File: src/rtl/rthd_pkg.sv
package rthd_pkg;

	// Stream lengths and history lengths are always held in this many bits.
	localparam int LEN_W      = 5;
	localparam int HIST_DEPTH = 4;
	localparam int SLOT_W     = 2;
	localparam logic [LEN_W-1:0] CLAMP_LIMIT = LEN_W'(7);

	typedef enum logic [1:0] {
		MODE_PAIR  = 2'd0,
		MODE_CLOSE = 2'd1,
		MODE_END   = 2'd2,
		MODE_NONE  = 2'd3
	} mode_t;

	localparam logic [2:0] PK_OPSIZE = 3'd1;
	localparam logic [2:0] PK_ADSIZE = 3'd2;
	localparam logic [2:0] PK_REPNE  = 3'd3;
	localparam logic [2:0] PK_REP    = 3'd4;

	typedef struct packed {
		mode_t       mode;
		logic [7:0]  first_byte;
		logic [7:0]  second_byte;
		logic [2:0]  prefix_kind;
		logic        is_call;
		logic        is_cond_jump;
		logic        is_jump;
		logic        is_ret;
		logic        is_bad;
		logic        has_imm8;
		logic        has_imm16;
		logic        has_imm32;
	} item_t;

	typedef struct packed {
		logic [7:0] out_byte;
		logic       last_of_run;
		logic       truncated;
	} res_t;

	// One request from the front part to the back part.
	typedef struct packed {
		logic             is_clear;
		logic             bank;
		logic [LEN_W-1:0] len;
		logic             trunc;
		logic [7:0]       flags;
	} cmd_t;

	// The back part reports that it no longer reads a stream bank.
	typedef struct packed {
		logic done;
		logic bank;
	} done_t;

	function automatic logic [7:0] make_flags(input item_t it);
		logic [7:0] f;
		f = 8'h00;
		unique case (it.prefix_kind)
			PK_OPSIZE: f = 8'h80;
			PK_ADSIZE: f = 8'h81;
			PK_REPNE:  f = 8'h82;
			PK_REP:    f = 8'h83;
			default: begin
				if (it.is_call)      f = f | 8'h01;
				if (it.is_cond_jump) f = f | 8'h02;
				if (it.is_jump)      f = f | 8'h04;
				if (it.is_ret)       f = f | 8'h08;
				if (it.is_bad)       f = f | 8'h10;
				if (it.has_imm8)     f = f | 8'h20;
				if (it.has_imm16)    f = f | 8'h40;
				if (it.has_imm32)    f = f | 8'h60;
			end
		endcase
		return f;
	endfunction

endpackage

File: src/rtl/rthd_queue.sv
module rthd_queue (
	input  logic               clk,
	input  logic               arst_n,
	input  logic               push,
	input  rthd_pkg::cmd_t     push_cmd,
	output logic               full,
	input  logic               pop,
	output logic               head_valid,
	output rthd_pkg::cmd_t     head_cmd
);

	rthd_pkg::cmd_t entry_q [2];
	logic           wr_ptr_q;
	logic           rd_ptr_q;
	logic [1:0]     count_q;

	assign full       = (count_q == 2'd2);
	assign head_valid = (count_q != 2'd0);
	assign head_cmd   = entry_q[rd_ptr_q];

	always_ff @(posedge clk or negedge arst_n) begin
		if (!arst_n) begin
			wr_ptr_q <= 1'b0;
			rd_ptr_q <= 1'b0;
			count_q  <= 2'd0;
		end else begin
			if (push) begin
				wr_ptr_q <= ~wr_ptr_q;
			end
			if (pop) begin
				rd_ptr_q <= ~rd_ptr_q;
			end
			count_q <= count_q + 2'(push) - 2'(pop);
		end
	end

	always_ff @(posedge clk) begin
		if (push) begin
			entry_q[wr_ptr_q] <= push_cmd;
		end
	end

endmodule

File: src/rtl/rthd_front.sv
module rthd_front #(
	parameter int MAX_STREAM = 16,
	parameter int CAW        = 5
) (
	input  logic                clk,
	input  logic                arst_n,
	input  logic                item_valid,
	output logic                item_ready,
	input  rthd_pkg::item_t     item,
	output logic                push,
	output rthd_pkg::cmd_t      push_cmd,
	input  logic                q_full,
	input  rthd_pkg::done_t     done,
	input  logic [CAW-1:0]      rd_addr,
	output logic [15:0]         rd_data
);

	localparam int CDEPTH = 2 * MAX_STREAM;

	logic [15:0]                   cur_mem [CDEPTH];
	logic                          bank_q;
	logic [1:0]                    pend_q;
	logic [rthd_pkg::LEN_W-1:0]    len_q;
	logic                          ovf_q;
	logic                          accept;
	logic                          room;
	logic [CAW-1:0]                wr_addr;

	always_comb begin
		unique case (item.mode)
			rthd_pkg::MODE_PAIR:  item_ready = !pend_q[bank_q];
			rthd_pkg::MODE_CLOSE: item_ready = !pend_q[bank_q] && !q_full;
			rthd_pkg::MODE_END:   item_ready = !q_full;
			default:              item_ready = 1'b1;
		endcase
	end

	assign accept  = item_valid && item_ready;
	assign room    = (len_q < rthd_pkg::LEN_W'(MAX_STREAM));
	assign wr_addr = CAW'(bank_q) * CAW'(MAX_STREAM) + CAW'(len_q);
	assign push    = accept && (item.mode == rthd_pkg::MODE_CLOSE ||
	                            item.mode == rthd_pkg::MODE_END);

	always_comb begin
		push_cmd.is_clear = (item.mode == rthd_pkg::MODE_END);
		push_cmd.bank     = bank_q;
		push_cmd.len      = len_q;
		push_cmd.trunc    = ovf_q;
		push_cmd.flags    = rthd_pkg::make_flags(item);
	end

	always_ff @(posedge clk or negedge arst_n) begin
		if (!arst_n) begin
			bank_q <= 1'b0;
			pend_q <= 2'b00;
			len_q  <= '0;
			ovf_q  <= 1'b0;
		end else begin
			if (done.done) begin
				pend_q[done.bank] <= 1'b0;
			end
			if (accept) begin
				unique case (item.mode)
					rthd_pkg::MODE_PAIR: begin
						if (room) begin
							len_q <= len_q + rthd_pkg::LEN_W'(1);
						end else begin
							ovf_q <= 1'b1;
						end
					end
					rthd_pkg::MODE_CLOSE: begin
						pend_q[bank_q] <= 1'b1;
						bank_q         <= ~bank_q;
						len_q          <= '0;
						ovf_q          <= 1'b0;
					end
					rthd_pkg::MODE_END: begin
						len_q <= '0;
						ovf_q <= 1'b0;
					end
					default: begin
					end
				endcase
			end
		end
	end

	always_ff @(posedge clk) begin
		if (accept && item.mode == rthd_pkg::MODE_PAIR && room) begin
			cur_mem[wr_addr] <= {item.first_byte, item.second_byte};
		end
		rd_data <= cur_mem[rd_addr];
	end

endmodule

File: src/rtl/rthd_back.sv
module rthd_back #(
	parameter int MAX_STREAM = 16,
	parameter int CAW        = 5
) (
	input  logic                clk,
	input  logic                arst_n,
	input  logic                q_valid,
	input  rthd_pkg::cmd_t      q_head,
	output logic                pop,
	output rthd_pkg::done_t     done,
	output logic [CAW-1:0]      cur_addr,
	input  logic [15:0]         cur_data,
	output logic                res_valid,
	input  logic                res_ready,
	output rthd_pkg::res_t      res
);

	localparam int LW     = rthd_pkg::LEN_W;
	localparam int HDEPTH = rthd_pkg::HIST_DEPTH * MAX_STREAM;
	localparam int HAW    = $clog2(HDEPTH);

	typedef enum logic [4:0] {
		ST_IDLE, ST_PRE_RD, ST_PRE_CMP, ST_SUF_RD, ST_SUF_CMP, ST_NEXT, ST_CLAMP,
		ST_SEL, ST_CNT, ST_MID_RD, ST_MID_HI, ST_MID_LO, ST_FLG, ST_CPY_RD,
		ST_CPY_WR, ST_CLR0, ST_CLR1
	} state_t;

	state_t                         state_q;
	rthd_pkg::cmd_t                 cmd_q;
	logic [rthd_pkg::SLOT_W-1:0]    ent_q;
	logic [rthd_pkg::SLOT_W-1:0]    best_q;
	logic [rthd_pkg::SLOT_W-1:0]    head_q;
	logic [LW-1:0]                  tp_q, ts_q, pre_q, post_q, x_q;
	logic [LW-1:0]                  hlen_q [rthd_pkg::HIST_DEPTH];
	logic                           out_v_q;
	rthd_pkg::res_t                 out_q;
	logic [15:0]                    hist_mem [HDEPTH];
	logic [15:0]                    hist_data;

	logic [rthd_pkg::SLOT_W-1:0]    slot, new_slot;
	logic [LW-1:0]                  hl, len, lim, cur_idx, hist_idx, pc, sc, rest;
	logic [HAW-1:0]                 hist_addr, hist_waddr;
	logic                           can_emit, emit_en, emit_last;
	logic [7:0]                     emit_byte;
	logic                           better;

	assign len      = cmd_q.len;
	assign slot     = ent_q + head_q;
	assign new_slot = head_q - rthd_pkg::SLOT_W'(1);
	assign hl       = hlen_q[slot];
	assign lim      = (hl < len) ? hl : len;
	assign can_emit = !out_v_q || res_ready;
	assign better   = ({1'b0, tp_q} + {1'b0, ts_q}) > ({1'b0, pre_q} + {1'b0, post_q});

	always_comb begin
		unique case (state_q)
			ST_PRE_RD: begin
				cur_idx  = tp_q;
				hist_idx = tp_q;
			end
			ST_SUF_RD: begin
				cur_idx  = len - LW'(1) - ts_q;
				hist_idx = hl - LW'(1) - ts_q;
			end
			default: begin
				cur_idx  = x_q;
				hist_idx = x_q;
			end
		endcase
	end

	assign cur_addr   = CAW'(cmd_q.bank) * CAW'(MAX_STREAM) + CAW'(cur_idx);
	assign hist_addr  = HAW'(slot) * HAW'(MAX_STREAM) + HAW'(hist_idx);
	assign hist_waddr = HAW'(new_slot) * HAW'(MAX_STREAM) + HAW'(x_q);

	// Clamp both counts to seven, then keep the suffix inside what the prefix left.
	always_comb begin
		pc   = (pre_q > rthd_pkg::CLAMP_LIMIT) ? rthd_pkg::CLAMP_LIMIT : pre_q;
		sc   = (post_q > rthd_pkg::CLAMP_LIMIT) ? rthd_pkg::CLAMP_LIMIT : post_q;
		rest = len - pc;
		if (sc > rest) begin
			sc = rest;
		end
	end

	always_comb begin
		emit_en   = 1'b0;
		emit_last = 1'b0;
		emit_byte = 8'h00;
		unique case (state_q)
			ST_SEL: begin
				emit_en   = can_emit;
				emit_byte = {best_q, post_q[2:0], pre_q[2:0]};
			end
			ST_CNT: begin
				emit_en   = can_emit;
				emit_byte = 8'd1 + 8'(len) - 8'(pre_q) - 8'(post_q);
			end
			ST_MID_HI: begin
				emit_en   = can_emit;
				emit_byte = cur_data[15:8];
			end
			ST_MID_LO: begin
				emit_en   = can_emit;
				emit_byte = cur_data[7:0];
			end
			ST_FLG: begin
				emit_en   = can_emit;
				emit_last = 1'b1;
				emit_byte = cmd_q.flags;
			end
			ST_CLR0: begin
				emit_en = can_emit;
			end
			ST_CLR1: begin
				emit_en   = can_emit;
				emit_last = 1'b1;
			end
			default: begin
			end
		endcase
	end

	assign pop       = (state_q == ST_IDLE) && q_valid;
	assign done.done = (state_q == ST_CPY_RD) && !(x_q < len);
	assign done.bank = cmd_q.bank;
	assign res_valid = out_v_q;
	assign res       = out_q;

	always_ff @(posedge clk or negedge arst_n) begin
		if (!arst_n) begin
			state_q <= ST_IDLE;
			head_q  <= '0;
			out_v_q <= 1'b0;
			for (int i = 0; i < rthd_pkg::HIST_DEPTH; i++) begin
				hlen_q[i] <= '0;
			end
		end else begin
			if (emit_en) begin
				out_v_q           <= 1'b1;
				out_q.out_byte    <= emit_byte;
				out_q.last_of_run <= emit_last;
				out_q.truncated   <= cmd_q.is_clear ? 1'b0 : cmd_q.trunc;
			end else if (res_ready) begin
				out_v_q <= 1'b0;
			end
			unique case (state_q)
				ST_IDLE: begin
					if (q_valid) begin
						cmd_q  <= q_head;
						ent_q  <= '0;
						tp_q   <= '0;
						ts_q   <= '0;
						pre_q  <= '0;
						post_q <= '0;
						best_q <= '0;
						state_q <= q_head.is_clear ? ST_CLR0 : ST_PRE_RD;
					end
				end
				ST_PRE_RD: begin
					state_q <= (tp_q < lim) ? ST_PRE_CMP : ST_SUF_RD;
				end
				ST_PRE_CMP: begin
					if (hist_data == cur_data) begin
						tp_q    <= tp_q + LW'(1);
						state_q <= ST_PRE_RD;
					end else begin
						state_q <= ST_SUF_RD;
					end
				end
				ST_SUF_RD: begin
					state_q <= (ts_q < lim) ? ST_SUF_CMP : ST_NEXT;
				end
				ST_SUF_CMP: begin
					if (hist_data == cur_data) begin
						ts_q    <= ts_q + LW'(1);
						state_q <= ST_SUF_RD;
					end else begin
						state_q <= ST_NEXT;
					end
				end
				ST_NEXT: begin
					if (better) begin
						pre_q  <= tp_q;
						post_q <= ts_q;
						best_q <= ent_q;
					end
					tp_q <= '0;
					ts_q <= '0;
					if (ent_q == rthd_pkg::SLOT_W'(rthd_pkg::HIST_DEPTH - 1)) begin
						state_q <= ST_CLAMP;
					end else begin
						ent_q   <= ent_q + rthd_pkg::SLOT_W'(1);
						state_q <= ST_PRE_RD;
					end
				end
				ST_CLAMP: begin
					pre_q   <= pc;
					post_q  <= sc;
					state_q <= ST_SEL;
				end
				ST_SEL: begin
					if (can_emit) begin
						state_q <= ST_CNT;
					end
				end
				ST_CNT: begin
					if (can_emit) begin
						x_q     <= pre_q;
						state_q <= ST_MID_RD;
					end
				end
				ST_MID_RD: begin
					state_q <= (x_q < len - post_q) ? ST_MID_HI : ST_FLG;
				end
				ST_MID_HI: begin
					if (can_emit) begin
						state_q <= ST_MID_LO;
					end
				end
				ST_MID_LO: begin
					if (can_emit) begin
						x_q     <= x_q + LW'(1);
						state_q <= ST_MID_RD;
					end
				end
				ST_FLG: begin
					if (can_emit) begin
						x_q     <= '0;
						state_q <= ST_CPY_RD;
					end
				end
				ST_CPY_RD: begin
					if (x_q < len) begin
						state_q <= ST_CPY_WR;
					end else begin
						head_q           <= new_slot;
						hlen_q[new_slot] <= len;
						state_q          <= ST_IDLE;
					end
				end
				ST_CPY_WR: begin
					x_q     <= x_q + LW'(1);
					state_q <= ST_CPY_RD;
				end
				ST_CLR0: begin
					if (can_emit) begin
						state_q <= ST_CLR1;
					end
				end
				ST_CLR1: begin
					if (can_emit) begin
						for (int i = 0; i < rthd_pkg::HIST_DEPTH; i++) begin
							hlen_q[i] <= '0;
						end
						state_q <= ST_IDLE;
					end
				end
				default: begin
					state_q <= ST_IDLE;
				end
			endcase
		end
	end

	always_ff @(posedge clk) begin
		if (state_q == ST_CPY_WR) begin
			hist_mem[hist_waddr] <= cur_data;
		end
		hist_data <= hist_mem[hist_addr];
	end

	a_counts_fit: assert property (@(posedge clk) disable iff (!arst_n)
		(state_q == ST_SEL) |-> (({1'b0, pre_q} + {1'b0, post_q}) <= {1'b0, len}))
		else $error("prefix plus suffix exceeds the stream length");

	a_scan_bound: assert property (@(posedge clk) disable iff (!arst_n)
		(state_q == ST_NEXT) |-> (tp_q <= lim && ts_q <= lim))
		else $error("match scan ran past the shorter stream");

	a_done_idle: assert property (@(posedge clk) disable iff (!arst_n)
		done.done |=> (state_q == ST_IDLE))
		else $error("bank released while the back part still works");

	a_last_then_copy: assert property (@(posedge clk) disable iff (!arst_n)
		(state_q == ST_FLG && can_emit) |=> (state_q == ST_CPY_RD && x_q == '0))
		else $error("history push did not follow the flags byte");

endmodule

File: src/rtl/rule_table_history_delta_encoder.sv
// Channel  | Handshake                  | Payload
// item     | item_valid / item_ready    | item (rthd_pkg::item_t)
// res      | res_valid / res_ready      | res  (rthd_pkg::res_t)
//
// A pair element is stored in the front part, or marks overflow once the bank
// is full. A rule close, in the back part, reads and compares pairs against
// each of the four history entries, emits its bytes with one read per middle
// pair, and reads and writes each pair copied into the history; the registered
// reads of both stream memories call for the separate read states.
// An end-of-ruleset request emits two bytes. Reset clears the lengths, the
// request queue and the output register; the stream memories need no clearing.
// A stalled result holds the back part only; the front part keeps loading pairs
// into its second stream bank and queues its closing request in the two-entry queue.
module rule_table_history_delta_encoder #(
	parameter int MAX_STREAM = 16
) (
	input  logic             clk,
	input  logic             arst_n,
	input  logic             item_valid,
	output logic             item_ready,
	input  rthd_pkg::item_t  item,
	output logic             res_valid,
	input  logic             res_ready,
	output rthd_pkg::res_t   res
);

	// The stream buffer holds two banks of MAX_STREAM pairs each.
	localparam int CAW = $clog2(2 * MAX_STREAM);

	logic             push;
	rthd_pkg::cmd_t   push_cmd;
	logic             q_full;
	logic             pop;
	logic             q_valid;
	rthd_pkg::cmd_t   q_head;
	rthd_pkg::done_t  done;
	logic [CAW-1:0]   cur_addr;
	logic [15:0]      cur_data;

	// The front part loads pairs and turns each close or end of ruleset into a
	// request for the back part.
	rthd_front #(
		.MAX_STREAM (MAX_STREAM),
		.CAW        (CAW)
	) u_front (
		.clk        (clk),
		.arst_n     (arst_n),
		.item_valid (item_valid),
		.item_ready (item_ready),
		.item       (item),
		.push       (push),
		.push_cmd   (push_cmd),
		.q_full     (q_full),
		.done       (done),
		.rd_addr    (cur_addr),
		.rd_data    (cur_data)
	);

	// A two-entry queue lets the front part run ahead of the encoder.
	rthd_queue u_queue (
		.clk        (clk),
		.arst_n     (arst_n),
		.push       (push),
		.push_cmd   (push_cmd),
		.full       (q_full),
		.pop        (pop),
		.head_valid (q_valid),
		.head_cmd   (q_head)
	);

	// The back part matches against the history, emits bytes and updates the
	// history, or clears it at an end of ruleset.
	rthd_back #(
		.MAX_STREAM (MAX_STREAM),
		.CAW        (CAW)
	) u_back (
		.clk        (clk),
		.arst_n     (arst_n),
		.q_valid    (q_valid),
		.q_head     (q_head),
		.pop        (pop),
		.done       (done),
		.cur_addr   (cur_addr),
		.cur_data   (cur_data),
		.res_valid  (res_valid),
		.res_ready  (res_ready),
		.res        (res)
	);

endmodule

File: config.mk
export PLATFORM = sky130hd
export DESIGN_NAME = rule_table_history_delta_encoder
export DESIGN_NICKNAME = d
export VERILOG_FILES = /design/src/rtl/rthd_pkg.sv /design/src/rtl/rthd_queue.sv /design/src/rtl/rthd_front.sv /design/src/rtl/rthd_back.sv /design/src/rtl/rule_table_history_delta_encoder.sv
export SDC_FILE = /design/constraint.sdc
export NUM_CORES = 2
export LEC_CHECK = 0
export BUFFER_PORTS_ARGS = -buffer_cell sky130_fd_sc_hd__buf_2
export CAP_MARGIN = 20
export CORE_MARGIN = 10
export CORE_UTILIZATION = 41
export CTS_CLUSTER_DIAMETER = 60
export DETAILED_ROUTE_END_ITERATION = 6
export HOLD_SLACK_MARGIN = 0.1
export MAX_ROUTING_LAYER = met4
export PLACE_DENSITY_LB_ADDON = 0.05
export SYNTH_ARGS = -nofsm -noshare
export SYNTH_HDL_FRONTEND = slang
export SYNTH_SLANG_ARGS = --single-unit
File: constraint.sdc
create_clock -name clk -period 5 [get_ports clk]
set_input_delay 1 -clock clk [delete_from_list [all_inputs] [get_ports clk]]
set_output_delay 1 -clock clk [all_outputs]
set_load 0.02 [all_outputs]
==> metrics.txt <==
Ports=45; CTS sink cnt=about 1.7k; GRT Total Usage=0.210; grt met3 use=0.0333; Hold WS=~500 ps; worst rel slew slack=0.305; combinational power share=0.374; max_cap viols=0; P_int=between 30 and 40 mW; fillcell total=13.8k; total CTS buffers=around 180; Nets=~3.8k; Synth area leaders=edfxtp_1 72%, mux4_2 13%, a22o_1 1.7%; area delta synth->final=15.2%; crit path time final=roughly 4800 ps; Synth Instances=about 3.3k; Max Clk Rate=between 200 and 250 MHz; Net Switching=about 18 mW; GRT met1 Usage=0.274; clock slew at reported path FFs=about 60 ps; CP arrival=approximately 5500 ps; DRC viols=0; first-pass GRT wire length=between 200,000 and 300,000 um; Switching Fraction=0.351; CTS tree=built; Die X=around 430 um; Initial Utilization=0.412; Post-synth EDFFs=1,623; P per Cell Area=647 nW/um^2; CTS Root Cell=clkbuf_16; area leader, netlist=edfxtp_1; RSZ-0062 raised after global routing=no; status=completed; Synth Flop Type=edfxtp_1; worst hold path type=reg -> reg; Fin Clk Skew=roughly 30 ps; CP Capture Type=register; die height=roughly 430 um; YS warnings=0; routability cong.=approximately 0.9; Pre-antenna DRT Iters=6; grt ovf=0; dpl hpwl=between 100,000 and 150,000 um; required time of the worst setup path=about 5700 ps; DR WL/cell=31.2 um; Final Hold Vio Count=0; Max FO, Critical Path=10; largest net degree at the start of global routing=67; final setup vio count=0; syn avg cell area=20.3 um^2; layout cells sized above 1=0.269; VDD IR max=roughly 0.43 mV; Seq/Total Area, Yosys=0.742; Synth top area share=0.718; Core ar.=165,000 um^2; H-tree depth=4; Worst-Skew Late Latency=roughly 800 ps; PortBufs=44; Async SR Flop Fraction=0.0242; Lkg Pwr=around 26 nW; period utilisation layout=0.964; clock group share of total power=0.265; row cnt=around 150; Distinct cells, synth=67; Synth Register Bits=around 1.7k; Vias/cell=around 5.7; Worst Tran Pin Value=between 1000 and 1500 ps; antenna-violating nets left=0; Cells after DPL=~5.6k; Die Area=~180,000 um^2; Tot Pwr=approximately 51 mW; initial antenna violation count=5; final slew viol count=0; maximum clock insertion buffer count=3; critical path class=reg -> reg; Flop pwr share=0.361; Routed Wire Length=between 150,000 and 200,000 um; vias in the first global route=roughly 35k; via count=roughly 34k; Most Used Layer, Global Route=met2; CP Launch Type=register; post-route insts no fill=5,980; Synth Cell Area=between 60,000 and 70,000 um^2; initial DRC count=about 3.5k; met2 GRT Util=0.341
repair_timing:
item	4_1_cts	5_1_grt
setup buffers	0	3
pin swaps	4	5
gates cloned	4	1
endpoints found under the setup margin	16	16
hold endpoints to repair	6	0
gates resized for setup	7	14
hold buffers	1	0
cell families after synthesis:
kind of cell             synth area share
AO/OA/AOI/OAI                      0.0403
flip-flops                          0.742
XOR/XNOR                          0.00884
other                            0.000111
multiplexers                        0.150
AND/OR/NAND/NOR                    0.0242
adder cells (fa/ha/maj)            0.0185
buffers and inverters              0.0157
layer usage:
metal | up-vias | part of all wire
met3 | 284 | 0.055
met5 | - | 0
li1 | 14400 | -
met2 | 1045 | 0.50
met4 | 0 | 0.033
met1 | 18300 | 0.42
power groups by stage:
stage	combinational (mW)	sequential (mW)	clock (mW)
final	18.9	18.3	13.4
after global routing	20.0	18.3	14.3
after CTS	19.0	18.3	13.7
after detailed placement	18.8	18.6	0
after global placement	18.6	18.6	0
after floorplan	11.1	18.6	0
critical path, stage by stage (launching register included):
cell and delay, ps:
edfxtp_1 420, ha_4 340, mux2i_2 250, mux2i_1 140, ha_1 230, fa_1 430
a21o_1 180, a21oi_1 200, xnor2_1 160, xnor2_1 150, a21oi_1 100, nor2_2 310
ha_1 210, buf_4 160, xnor2_4 190, buf_4 230, nor2_4 110, a22o_1 260
o21ai_0 450, nand4_1 140
cell usage after synthesis, drive strengths merged, types with 2 or more instances:
cell type / count
o21bai: 3
nand2b: 8
fa: 11
nand2: 74
xnor2: 50
a21o: 19
inv: 59
a31oi: 3
dfxtp: 32
buf: 95
nor2: 161
mux2: 35
a211oi: 4
edfxtp: 1623
a32o: 23
a222oi: 3
a21oi: 41
a311oi: 2
a22oi: 14
nand3: 32
nand4: 23
o22ai: 8
o21ai: 106
mux2i: 106
o21a: 9
nor2b: 19
nor3: 17
clkbuf: 56
o221ai: 2
a41oi: 2
nor4: 3
nand3b: 3
ha: 82
mux4: 388
a22o: 130
conb: 2
xor2: 16
and2: 8
and3: 6
or3: 4
o22a: 2
dfrtp: 41
worst paths after layout:
| path | start | to | slack [ps] | cells past startpoint |
|---|---|---|---|---|
| setup / recovery | u_back.ent_q[0]$_SDFFCE_PN0P_ | u_back.hist_data[2]$_DFF_P_ | 180 | 19 |
| hold / removal | u_front.ovf_q$_DFFE_PN0P_ | u_queue.entry_q[0][8]$_DFFE_PP_ | 490 | 0 |
| setup reg to reg | u_back.ent_q[0]$_SDFFCE_PN0P_ | u_back.hist_data[2]$_DFF_P_ | 180 | 19 |
| hold reg to reg | u_front.ovf_q$_DFFE_PN0P_ | u_queue.entry_q[0][8]$_DFFE_PP_ | 490 | 0 |
| max in group asynchronous | arst_n | u_back.hlen_q[5]$_DFFE_PN0P_ | 3570 | 3 |
| min in group asynchronous | arst_n | u_back.state_q[0]$_DFFE_PN0P_ | 630 | 2 |
through the flow:
| step | setup slack, ps | cell area (um^2) | util | TNS (ps) |
|---|---|---|---|---|
| detailed placement | -321 | 72100 | 0.437 | -4720 |
| finish | 181 | 78200 | 0.475 | 0 |
| floorplan | 781 | 67900 | - | 0 |
| global placement | -171 | 72100 | 0.437 | -2100 |
| global route | 63.9 | 78200 | 0.475 | 0 |
| CTS | 7.06 | 78100 | 0.474 | 0 |
state kept, by name (all words and copies together), names as in the netlist, 2 cells and up:
register          count
u_back.pre_q          5
u_back.hist_mem    1024
u_front.cur_mem     512
u_back.x_q            5
u_front.pend_q        2
u_back.post_q         5
u_back.hlen_q        20
u_back.tp_q           5
u_front.len_q         5
u_queue.entry_q      32
u_back.hist_data     16
u_back.cmd_q         10
u_queue.count_q       2
u_back.ts_q           5
u_back.head_q         2
u_back.best_q         2
u_back.res           10
u_back.len            5
u_front.rd_data      16
u_back.ent_q          2
u_back.state_q        5
layout by cell type (no fill, tap or decap), drive strengths merged, types with 6 or more instances in the layout:
master / synthesis / routed
clkbuf: 56 / 232
mux2: 35 / 35
nand4: 23 / 23
dfxtp: 32 / 32
nor3: 17 / 17
nor2b: 19 / 19
inv: 59 / 70
o21ai: 106 / 106
a21o: 19 / 19
ha: 82 / 82
clkinvlp: 0 / 7
clkinv: 0 / 68
nand3: 32 / 32
fa: 11 / 11
a22o: 130 / 130
bufinv: 0 / 19
a32o: 23 / 23
edfxtp: 1623 / 1623
a22oi: 14 / 14
mux4: 388 / 388
o21a: 9 / 9
nand2b: 8 / 8
o22ai: 8 / 8
mux2i: 106 / 106
and2: 8 / 8
a21oi: 41 / 41
and3: 6 / 6
xnor2: 50 / 50
buf: 95 / 255
xor2: 16 / 16
dfrtp: 41 / 41
nand2: 74 / 74
nor2: 161 / 166
area by class of cell:
type / instances / area (um^2) / area share
flip-flops and latches: 1696 / 50400 / 0.645
multi-input cells: 1440 / 16700 / 0.214
clock buffers: 232 / 4880 / 0.0624
well taps: 2189 / 2740 / 0.0350
repair buffers: 256 / 2130 / 0.0272
clock inverters: 105 / 1080 / 0.0138
inverters: 59 / 221 / 0.00283
diodes: 3 / 7.51 / 0.0000960
No activity file was read; power rests on OpenSTA's default activity.
